--- config.mk ---
export PLATFORM = sky130hd
export DESIGN_NAME = lfe_iir_interpolator
export DESIGN_NICKNAME = d
export VERILOG_FILES = /design/src/rtl/lfeii_pkg.sv /design/src/rtl/lfeii_mac.sv /design/src/rtl/lfeii_hist.sv /design/src/rtl/lfeii_seq.sv /design/src/rtl/lfe_iir_interpolator.sv
export SDC_FILE = /design/constraint.sdc
export NUM_CORES = 2
export LEC_CHECK = 0
export BUFFER_PORTS_ARGS = -buffer_cell sky130_fd_sc_hd__buf_4
export CAP_MARGIN = 20
export CORE_MARGIN = 2
export CORE_UTILIZATION = 65
export DETAILED_ROUTE_END_ITERATION = 10
export MAX_ROUTING_LAYER = met4
export PLACE_DENSITY = 0.93
export SLEW_MARGIN = 30
export SYNTH_ARGS = -nofsm -noshare
export SYNTH_HDL_FRONTEND = slang
export SYNTH_SLANG_ARGS = --single-unit
--- constraint.sdc ---
create_clock -name clk_i -period 21.1 [get_ports clk_i]
set_input_delay 3.165 -clock clk_i [delete_from_list [all_inputs] [get_ports clk_i]]
set_output_delay 3.165 -clock clk_i [all_outputs]
set_load 0.05 [all_outputs]
--- src/rtl/lfeii_pkg.sv ---
// Shared types, constants and coefficient tables of the LFE IIR interpolator.
package lfeii_pkg;

  // Run length and filter structure.
  localparam int BaseFactor  = 64;
  localparam int NumSections = 3;
  localparam int CoefPerSec  = 4;
  localparam int PairsBase   = BaseFactor / 2;
  localparam int PairW       = $clog2(BaseFactor);
  localparam int SecW        = $clog2(NumSections);

  // Number formats.
  localparam int SampleW  = 24;
  localparam int PcmW     = 24;
  localparam int HistW    = 56;
  localparam int HistFrac = 20;
  localparam int CoefW    = 30;
  localparam int CoefFrac = 28;
  localparam int HalfW    = HistW / 2;
  localparam int OpW      = HalfW + 1;
  localparam int ProdW    = OpW + CoefW;
  localparam int AccW     = HistW + 4;
  localparam int ScaleSh  = CoefFrac - HistFrac;

  // Sequencer steps inside one section.
  localparam int StepW = 4;
  localparam logic [StepW-1:0] StepFirst    = StepW'(0);
  localparam logic [StepW-1:0] StepSumW     = StepW'(4);
  localparam logic [StepW-1:0] StepCaptureW = StepW'(5);
  localparam logic [StepW-1:0] StepLast     = StepW'(8);

  // Input scale and section coefficients, all signed Q1.28.
  localparam logic signed [CoefW-1:0] ScaleQ28 = 30'sd533063;

  localparam logic signed [CoefW-1:0] SecCoef [NumSections][CoefPerSec] = '{
    '{-30'sd260342956, 30'sd528711567, 30'sd268435456, -30'sd527297382},
    '{-30'sd262742974, 30'sd531114200, 30'sd268435456, -30'sd535578321},
    '{-30'sd266424771, 30'sd534798244, 30'sd268435456, -30'sd536177828}
  };

  typedef enum logic [2:0] {
    ST_IDLE,
    ST_SCALE_MUL,
    ST_SCALE_ACC,
    ST_RUN,
    ST_PCM
  } seq_state_e;

  typedef enum logic [2:0] {
    ACC_HOLD,
    ACC_ADD,
    ACC_ADD_SAT,
    ACC_SCALE,
    ACC_ZERO
  } acc_op_e;

  // Datapath control from the sequencer to the MAC and the history file.
  typedef struct packed {
    logic            issue;
    logic            scale_mul;
    logic            lo_half;
    logic            h1_sel;
    logic [1:0]      cidx;
    logic [SecW-1:0] sec;
    acc_op_e         acc_op;
    logic            w_capture;
    logic            hist_shift;
  } mac_ctrl_t;

  // Output stage control from the sequencer to the top level.
  typedef struct packed {
    logic pcm_a_load;
    logic out_load;
    logic last;
  } out_ctrl_t;

endpackage

--- src/rtl/lfeii_mac.sv ---
// Shared multiplier with product register and saturating accumulator.
module lfeii_mac (
  input  logic                                 clk_i,
  input  lfeii_pkg::mac_ctrl_t                 ctrl_i,
  input  logic signed [lfeii_pkg::OpW-1:0]     hist_op_i,
  input  logic signed [lfeii_pkg::SampleW-1:0] sample_i,
  output logic signed [lfeii_pkg::AccW-1:0]    acc_o
);
  import lfeii_pkg::*;

  localparam logic signed [AccW-1:0] HistMax = {{(AccW-HistW+1){1'b0}}, {(HistW-1){1'b1}}};
  localparam logic signed [AccW-1:0] HistMin = {{(AccW-HistW+1){1'b1}}, {(HistW-1){1'b0}}};

  logic signed [OpW-1:0]   op_a;
  logic signed [CoefW-1:0] op_b;
  logic signed [ProdW-1:0] prod_d, prod_q;
  logic                    lo_q;
  logic        [ProdW-1:0] prod_rnd28, prod_rnd8;
  logic signed [AccW-1:0]  term, scaled, sum, acc_d, acc_q;

  assign op_a = ctrl_i.scale_mul ? {{(OpW-SampleW){sample_i[SampleW-1]}}, sample_i} : hist_op_i;
  assign op_b = ctrl_i.scale_mul ? ScaleQ28 : SecCoef[ctrl_i.sec][ctrl_i.cidx];
  assign prod_d = op_a * op_b;

  always_ff @(posedge clk_i) begin
    if (ctrl_i.issue) begin
      prod_q <= prod_d;
      lo_q   <= ctrl_i.lo_half;
    end
  end

  // A low partial product is rounded half up back to Q20 before it is summed.
  assign prod_rnd28 = prod_q + (ProdW'(1) << (CoefFrac - 1));
  assign prod_rnd8  = prod_q + (ProdW'(1) << (ScaleSh - 1));

  assign term = lo_q
    ? {{(AccW-ProdW+CoefFrac){prod_rnd28[ProdW-1]}}, prod_rnd28[ProdW-1:CoefFrac]}
    : {{(AccW-ProdW){prod_q[ProdW-1]}}, prod_q};
  assign scaled = {{(AccW-ProdW+ScaleSh){prod_rnd8[ProdW-1]}}, prod_rnd8[ProdW-1:ScaleSh]};
  assign sum = acc_q + term;

  always_comb begin
    acc_d = acc_q;
    case (ctrl_i.acc_op)
      ACC_HOLD:  acc_d = acc_q;
      ACC_ADD:   acc_d = sum;
      ACC_ADD_SAT: begin
        if (sum > HistMax) begin
          acc_d = HistMax;
        end else if (sum < HistMin) begin
          acc_d = HistMin;
        end else begin
          acc_d = sum;
        end
      end
      ACC_SCALE: acc_d = scaled;
      ACC_ZERO:  acc_d = '0;
      default:   acc_d = acc_q;
    endcase
  end

  always_ff @(posedge clk_i) begin
    acc_q <= acc_d;
  end

  assign acc_o = acc_q;

endmodule

--- src/rtl/lfeii_hist.sv ---
// History registers of the three sections and multiplier operand selection.
module lfeii_hist (
  input  logic                              clk_i,
  input  logic                              rst_ni,
  input  lfeii_pkg::mac_ctrl_t              ctrl_i,
  input  logic signed [lfeii_pkg::AccW-1:0] acc_i,
  output logic signed [lfeii_pkg::OpW-1:0]  op_o
);
  import lfeii_pkg::*;

  logic signed [HistW-1:0] h0_q [NumSections];
  logic signed [HistW-1:0] h1_q [NumSections];
  logic signed [HistW-1:0] w_q;
  logic signed [HistW-1:0] h_sel;

  // The section sum w sits in the accumulator only until the next partial product is added; keep it for the shift.
  always_ff @(posedge clk_i) begin
    if (ctrl_i.w_capture) begin
      w_q <= acc_i[HistW-1:0];
    end
  end

  always_ff @(posedge clk_i or negedge rst_ni) begin
    if (!rst_ni) begin
      for (int s = 0; s < NumSections; s++) begin
        h0_q[s] <= '0;
        h1_q[s] <= '0;
      end
    end else begin
      for (int s = 0; s < NumSections; s++) begin
        if (ctrl_i.hist_shift && ctrl_i.sec == SecW'(s)) begin
          h0_q[s] <= h1_q[s];
          h1_q[s] <= w_q;
        end
      end
    end
  end

  assign h_sel = ctrl_i.h1_sel ? h1_q[ctrl_i.sec] : h0_q[ctrl_i.sec];

  // The low half goes in as an unsigned value, the high half keeps the sign.
  assign op_o = ctrl_i.lo_half ? {1'b0, h_sel[HalfW-1:0]}
                               : {h_sel[HistW-1], h_sel[HistW-1:HalfW]};

endmodule

--- src/rtl/lfeii_seq.sv ---
// Sequencer that steps the shared MAC through the scale, sections and output pairs.
module lfeii_seq (
  input  logic                 clk_i,
  input  logic                 rst_ni,
  input  logic                 in_valid_i,
  input  logic                 out_free_i,
  input  logic                 double_rate_i,
  output logic                 idle_o,
  output lfeii_pkg::mac_ctrl_t ctrl_o,
  output lfeii_pkg::out_ctrl_t out_ctrl_o
);
  import lfeii_pkg::*;

  seq_state_e       state_q, state_d;
  logic [StepW-1:0] step_q, step_d;
  logic [SecW-1:0]  sec_q, sec_d;
  logic [PairW-1:0] pair_q, pair_d;
  logic             half_q, half_d;
  logic [PairW-1:0] last_idx;
  logic             last_pair;
  logic             last_sec;

  assign last_idx  = double_rate_i ? PairW'(2 * PairsBase - 1) : PairW'(PairsBase - 1);
  assign last_pair = (pair_q == last_idx);
  assign last_sec  = (sec_q == SecW'(NumSections - 1));
  assign idle_o    = (state_q == ST_IDLE);

  always_comb begin
    state_d = state_q;
    case (state_q)
      ST_IDLE: begin
        if (in_valid_i) begin
          state_d = ST_SCALE_MUL;
        end
      end
      ST_SCALE_MUL: state_d = ST_SCALE_ACC;
      ST_SCALE_ACC: state_d = ST_RUN;
      ST_RUN: begin
        if (step_q == StepLast && last_sec) begin
          state_d = ST_PCM;
        end
      end
      ST_PCM: begin
        if (!half_q) begin
          state_d = ST_RUN;
        end else if (out_free_i) begin
          state_d = last_pair ? ST_IDLE : ST_RUN;
        end
      end
      default: state_d = ST_IDLE;
    endcase
  end

  always_comb begin
    step_d = step_q;
    sec_d  = sec_q;
    pair_d = pair_q;
    half_d = half_q;
    case (state_q)
      ST_IDLE: begin
        pair_d = '0;
        half_d = 1'b0;
      end
      ST_SCALE_ACC: begin
        step_d = StepFirst;
        sec_d  = '0;
      end
      ST_RUN: begin
        if (step_q == StepLast) begin
          step_d = StepFirst;
          sec_d  = last_sec ? '0 : sec_q + SecW'(1);
        end else begin
          step_d = step_q + StepW'(1);
        end
      end
      ST_PCM: begin
        if (!half_q) begin
          half_d = 1'b1;
        end else if (out_free_i) begin
          half_d = 1'b0;
          pair_d = pair_q + PairW'(1);
        end
      end
      default: ;
    endcase
  end

  always_comb begin
    ctrl_o            = '0;
    ctrl_o.sec        = sec_q;
    ctrl_o.acc_op     = ACC_HOLD;
    out_ctrl_o        = '0;
    out_ctrl_o.last   = last_pair;
    case (state_q)
      ST_SCALE_MUL: begin
        ctrl_o.issue     = 1'b1;
        ctrl_o.scale_mul = 1'b1;
      end
      ST_SCALE_ACC: ctrl_o.acc_op = ACC_SCALE;
      ST_RUN: begin
        // Steps 0-7 issue one partial product each: lo/hi of h0*c0, h1*c1, h0*c2, h1*c3.
        ctrl_o.issue      = (step_q != StepLast);
        ctrl_o.lo_half    = ~step_q[0];
        ctrl_o.h1_sel     = step_q[1];
        ctrl_o.cidx       = step_q[2:1];
        ctrl_o.w_capture  = (step_q == StepCaptureW);
        ctrl_o.hist_shift = (step_q == StepLast);
        case (step_q)
          StepFirst:          ctrl_o.acc_op = ACC_HOLD;
          StepSumW, StepLast: ctrl_o.acc_op = ACC_ADD_SAT;
          default:            ctrl_o.acc_op = ACC_ADD;
        endcase
      end
      ST_PCM: begin
        if (!half_q) begin
          out_ctrl_o.pcm_a_load = 1'b1;
          ctrl_o.acc_op         = ACC_ZERO;
        end else if (out_free_i) begin
          out_ctrl_o.out_load   = 1'b1;
          ctrl_o.acc_op         = ACC_ZERO;
        end
      end
      default: ;
    endcase
  end

  always_ff @(posedge clk_i or negedge rst_ni) begin
    if (!rst_ni) begin
      state_q <= ST_IDLE;
      step_q  <= StepFirst;
      sec_q   <= '0;
      pair_q  <= '0;
      half_q  <= 1'b0;
    end else begin
      state_q <= state_d;
      step_q  <= step_d;
      sec_q   <= sec_d;
      pair_q  <= pair_d;
      half_q  <= half_d;
    end
  end

endmodule

--- src/rtl/lfe_iir_interpolator.sv ---
// Top level of the LFE IIR interpolator: handshakes, config register and output pair stage.
//
//   channel  direction  handshake               payload
//   in       request in in_valid_i / in_stall_o lfe_sample_i (24-bit signed)
//   out      result out out_valid_o/out_stall_i first_pcm_o, second_pcm_o, last_pair_o
//   cfg      write in   cfg_valid_i/cfg_ready_o cfg_double_rate_i (1 bit)
//
// One request yields N = 64 PCM samples, or N = 128 with the double rate set, as
// output pairs. The run is serial on the single 29 x 30 bit multiplier, since each
// PCM sample needs 24 partial products over three sections.
// Reset clears the sequencer, the rate register and the six history words at once.
// Output stalls cost nothing until a finished pair finds the output register still full.
module lfe_iir_interpolator (
  input  logic                                 clk_i,
  input  logic                                 rst_ni,
  input  logic                                 in_valid_i,
  output logic                                 in_stall_o,
  input  logic signed [lfeii_pkg::SampleW-1:0] lfe_sample_i,
  output logic                                 out_valid_o,
  input  logic                                 out_stall_i,
  output logic signed [lfeii_pkg::PcmW-1:0]    first_pcm_o,
  output logic signed [lfeii_pkg::PcmW-1:0]    second_pcm_o,
  output logic                                 last_pair_o,
  input  logic                                 cfg_valid_i,
  output logic                                 cfg_ready_o,
  input  logic                                 cfg_double_rate_i
);
  import lfeii_pkg::*;

  localparam int RndW = AccW - HistFrac;

  logic                      idle;
  mac_ctrl_t                 ctrl;
  out_ctrl_t                 out_ctrl;
  logic signed [OpW-1:0]     hist_op;
  logic signed [AccW-1:0]    acc;
  logic signed [SampleW-1:0] sample_q;
  logic                      double_rate_q;
  logic                      out_valid_q, out_valid_d;
  logic                      out_free;
  logic signed [PcmW-1:0]    pcm_a_q;
  logic signed [PcmW-1:0]    first_q, second_q;
  logic                      last_q;
  logic        [AccW-1:0]    rnd_sum;
  logic        [RndW-1:0]    rnd_val;
  logic signed [PcmW-1:0]    pcm_val;

  // A new request is taken only while the sequencer is idle; the rate register
  // is written only then too, so a run always sees one setting throughout.
  assign in_stall_o  = ~idle;
  assign cfg_ready_o = idle;

  // The output register can take a pair when it is empty or drains this cycle.
  assign out_free = ~out_valid_q | ~out_stall_i;

  always_ff @(posedge clk_i) begin
    if (in_valid_i && idle) begin
      sample_q <= lfe_sample_i;
    end
  end

  always_ff @(posedge clk_i or negedge rst_ni) begin
    if (!rst_ni) begin
      double_rate_q <= 1'b0;
    end else if (cfg_valid_i && cfg_ready_o) begin
      double_rate_q <= cfg_double_rate_i;
    end
  end

  lfeii_seq u_seq (
    .clk_i         (clk_i),
    .rst_ni        (rst_ni),
    .in_valid_i    (in_valid_i),
    .out_free_i    (out_free),
    .double_rate_i (double_rate_q),
    .idle_o        (idle),
    .ctrl_o        (ctrl),
    .out_ctrl_o    (out_ctrl)
  );

  lfeii_hist u_hist (
    .clk_i  (clk_i),
    .rst_ni (rst_ni),
    .ctrl_i (ctrl),
    .acc_i  (acc),
    .op_o   (hist_op)
  );

  lfeii_mac u_mac (
    .clk_i     (clk_i),
    .ctrl_i    (ctrl),
    .hist_op_i (hist_op),
    .sample_i  (sample_q),
    .acc_o     (acc)
  );

  // The last section output is rounded half up to an integer and clipped to 24 bits.
  assign rnd_sum = acc + (AccW'(1) << (HistFrac - 1));
  assign rnd_val = rnd_sum[AccW-1:HistFrac];

  always_comb begin
    if (!rnd_val[RndW-1] && (|rnd_val[RndW-2:PcmW-1])) begin
      pcm_val = {1'b0, {(PcmW-1){1'b1}}};
    end else if (rnd_val[RndW-1] && !(&rnd_val[RndW-2:PcmW-1])) begin
      pcm_val = {1'b1, {(PcmW-1){1'b0}}};
    end else begin
      pcm_val = rnd_val[PcmW-1:0];
    end
  end

  always_ff @(posedge clk_i) begin
    if (out_ctrl.pcm_a_load) begin
      pcm_a_q <= pcm_val;
    end
    if (out_ctrl.out_load) begin
      first_q  <= pcm_a_q;
      second_q <= pcm_val;
      last_q   <= out_ctrl.last;
    end
  end

  always_comb begin
    out_valid_d = out_valid_q;
    if (out_ctrl.out_load) begin
      out_valid_d = 1'b1;
    end else if (!out_stall_i) begin
      out_valid_d = 1'b0;
    end
  end

  always_ff @(posedge clk_i or negedge rst_ni) begin
    if (!rst_ni) begin
      out_valid_q <= 1'b0;
    end else begin
      out_valid_q <= out_valid_d;
    end
  end

  assign out_valid_o  = out_valid_q;
  assign first_pcm_o  = first_q;
  assign second_pcm_o = second_q;
  assign last_pair_o  = last_q;

endmodule
==> results.md <==
- Hold endpoint: first_pcm_o[23]
- CP max FO: 37
- Post-detailed-route count of antenna-violating nets: 0
- Net count after synthesis: approximately 7200
- Reg2reg start: u_seq.state_q[1]
- Post-CTS Resized: 0
- Mapped Area: 0.06312 mm2
- Setup crit start kind: flop
- Router iterations before antenna repair: 9
- # hold bufs at CTS: 0
- Max Slew Vio Count: 0
- Hold path cells: 0
- Final Cycle Share: 0.6434
- Worst Path Arrival: around 14 ns
- CP top delay family: compound AO/OA/AOI/OAI gates
- R2R setup slack: ~7.5 ns
- Root buffer cell: clkbuf_16
- Input/output buffers: between 80 and 90
- Ys Warns: 0
- Initial DRC count: between 6000 and 7000
- Final TNS setup: 0 ns
- Hold Crit Class: flop to flop
- Most common cell after layout, fill and taps aside: inv_1
- Worst reg2reg path depth: 32
- Final #Nets: roughly 7200
- # IOs: 82
- Crit Path Class: flop to flop
- Via Count: slightly below 50000
- Crit path largest cell delay: roughly 0.76 ns
- Hold path startpoint: pcm_a_q[23]
- Clk slew on worst S/H paths: roughly 0.06 ns
- Setup crit end kind: flop
- Initial antenna violation count: 18
- CTS tree: yes
- Slew margin rel.: 0.2447
- EDFF count, synth: around 270
- Buf+Inv Stages, Crit Path: 4
- Cell mode on critical path: fa_1
- Status: finished clean
- Final setup fails: 0
- Core Footprint: ~0.096 mm2
- All-layer global routing usage: 0.4759
- Gpl congestion: 1.092
- Mean Syn Cell Area: 10.44 um2
- Most common flop cell mapped by yosys: dfrtp_1
- CTS max path bufs: 3
- Sequential area share after synthesis: 0.2702
- Critical Path RT: 21.59 ns
- Post-DP HPWL: between 150 and 200 mm
- Unrepaired setup endpoints after global routing: no
- Share of layout cells above drive strength 1: 0.1364
- H-Tree Depth: 3
- Synth async-reset ratio: 0.5646
- Most used cells in the layout excluding fill and tap cells: inv_1 (992), fa_1 (918), nand2_1 (624), nor2_1 (517), dfrtp_1 (354)
- Clock Sinks: 627
- Starting Density: 0.6546
- Total gr overflow: 0
- Critical-path top delay cell: o21ai_1
- Library cells used by synthesis: 92
- Layout area overhead: 6.865%
- Largest net degree at the start of global routing: 107
- Detailed Route WL: 224.1 mm
- Fin. Hold Viols: 0
- Wire per inst: about 30 um
- Num CTS Buffers: between 60 and 70
- Worst slew pin tran: around 1.1 ns
- Drt drc: 0
- Worst r2r dst: u_mac.prod_q[49]
- Num rows: between 100 and 150
- FMAX: 73.66 MHz
- Synth Instances: ~6000
- Clock Latency Late Sink: 0.68 ns
- Die Wd: around 320 um
- Die Ht: about 320 um
- Setup bufs post-CTS: 0
- Yosys reg bits: ~630
- Vias in the first global route: 51340
- Global-route wire length before repair: 332.5 mm
- Fin crit period: between 10 and 15 ns
- Clock skew: approximately 0.065 ns
- Max-capacitance violation count: 0
- DR vias/cell: between 6 and 7
- Die area: about 0.1 mm2
-- state kept, by name, indices dropped and copies added, names as in the netlist --
register / count
u_hist.w_q: 56
u_mac.prod_q: 59
second_pcm_o: 24
sample_q: 24
u_seq.state_q: 3
u_hist.h1_q: 168
u_mac.acc_o: 60
u_mac.lo_q: 1
u_hist.h0_q: 168
out_valid_o: 1
u_seq.half_q: 1
u_seq.sec_q: 2
last_pair_o: 1
u_seq.pair_q: 6
u_seq.step_q: 4
first_pcm_o: 24
pcm_a_q: 24
double_rate_q: 1
-- cell usage after synthesis, types with 10 or more instances --
master | instances | area share
mux2i_1 | 45 | 0.0071
dfrtp_1 | 354 | 0.14
nand4_1 | 53 | 0.0053
and2_1 | 57 | 0.0056
nor3_1 | 42 | 0.0033
o211ai_1 | 14 | 0.0017
nor2_1 | 528 | 0.031
o211ai_2 | 10 | 0.0020
a21oi_1 | 237 | 0.019
nor2b_1 | 11 | 0.0011
edfxtp_1 | 273 | 0.13
mux2_2 | 339 | 0.060
o21bai_1 | 21 | 0.0025
clkbuf_1 | 223 | 0.013
o221ai_2 | 38 | 0.0090
nand2b_1 | 32 | 0.0032
xnor2_1 | 137 | 0.019
o21a_1 | 52 | 0.0062
a21o_1 | 68 | 0.0081
buf_2 | 35 | 0.0028
and4_1 | 12 | 0.0017
o21ai_1 | 16 | 0.0013
ha_1 | 245 | 0.049
o21ai_0 | 156 | 0.012
o31ai_1 | 12 | 0.0014
and3_1 | 30 | 0.0030
xor2_1 | 94 | 0.013
buf_1 | 22 | 0.0013
inv_1 | 994 | 0.059
or2_2 | 15 | 0.0015
nor4_1 | 15 | 0.0015
nand2_1 | 629 | 0.037
nand3_1 | 66 | 0.0052
a31oi_1 | 13 | 0.0013
fa_1 | 918 | 0.29
mux4_2 | 70 | 0.025
o221ai_1 | 11 | 0.0015
-- worst max-delay path by stage --
stage | from | end | cells past startpoint
after global placement | u_seq.state_q[1] | u_mac.prod_q[52] | 34
after global routing | u_seq.state_q[1] | u_mac.prod_q[49] | 36
final | u_seq.state_q[1] | u_mac.prod_q[49] | 32
after detailed placement | u_seq.state_q[1] | u_mac.prod_q[49] | 37
after CTS | u_seq.state_q[1] | u_mac.prod_q[49] | 32
after floorplan | u_seq.state_q[2] | u_mac.prod_q[49] | 34
-- metrics by stage --
step	utilization	setup slack, ns	area (um2)	hold slack [ns]	cells
final	0.6995	7.524	67450	0.4200	7356
after global routing	0.6993	7.242	67430	0.4244	7348
after CTS	0.6988	8.133	67380	0.4189	7332
after detailed placement	0.6742	8.510	65000	0.4045	7205
after global placement	0.6734	8.414	64930	0.4021	7205
after floorplan	-	11.16	63120	0.4003	6045
-- cells by family after synthesis --
group | count (synthesis) | synth area share
adder cells (fa/ha/maj) | 1163 | 0.3397
AO/OA/AOI/OAI | 745 | 0.07969
AND/OR/NAND/NOR | 1526 | 0.1048
buffers and inverters | 1299 | 0.08094
flip-flops | 627 | 0.2702
multiplexers | 454 | 0.09259
XOR/XNOR | 231 | 0.03205
-- cell type report --
type,count,area (um2)
antenna,24,60.06
clock buffer,95,1937
clock inverter,32,435.4
fill,6728,28970
inverter,995,3736
multi-input combinational,4119,41200
sequential,627,17060
tap,1276,1597
timing repair buffer,188,1434
-- routing by layer --
metal	routed length (um)	up-vias	part of all wire	track usage
met3	30830	1048	0.14	0.1526
met2	97970	3976	0.44	0.6874
met5	0	-	0	-
li1	-	19470	-	-
met1	76970	24560	0.34	0.5836
met4	18350	0	0.082	0.2953
Power is not shown: default switching activity piles up to over one toggle a cycle in this logic, so the estimate is an artifact.
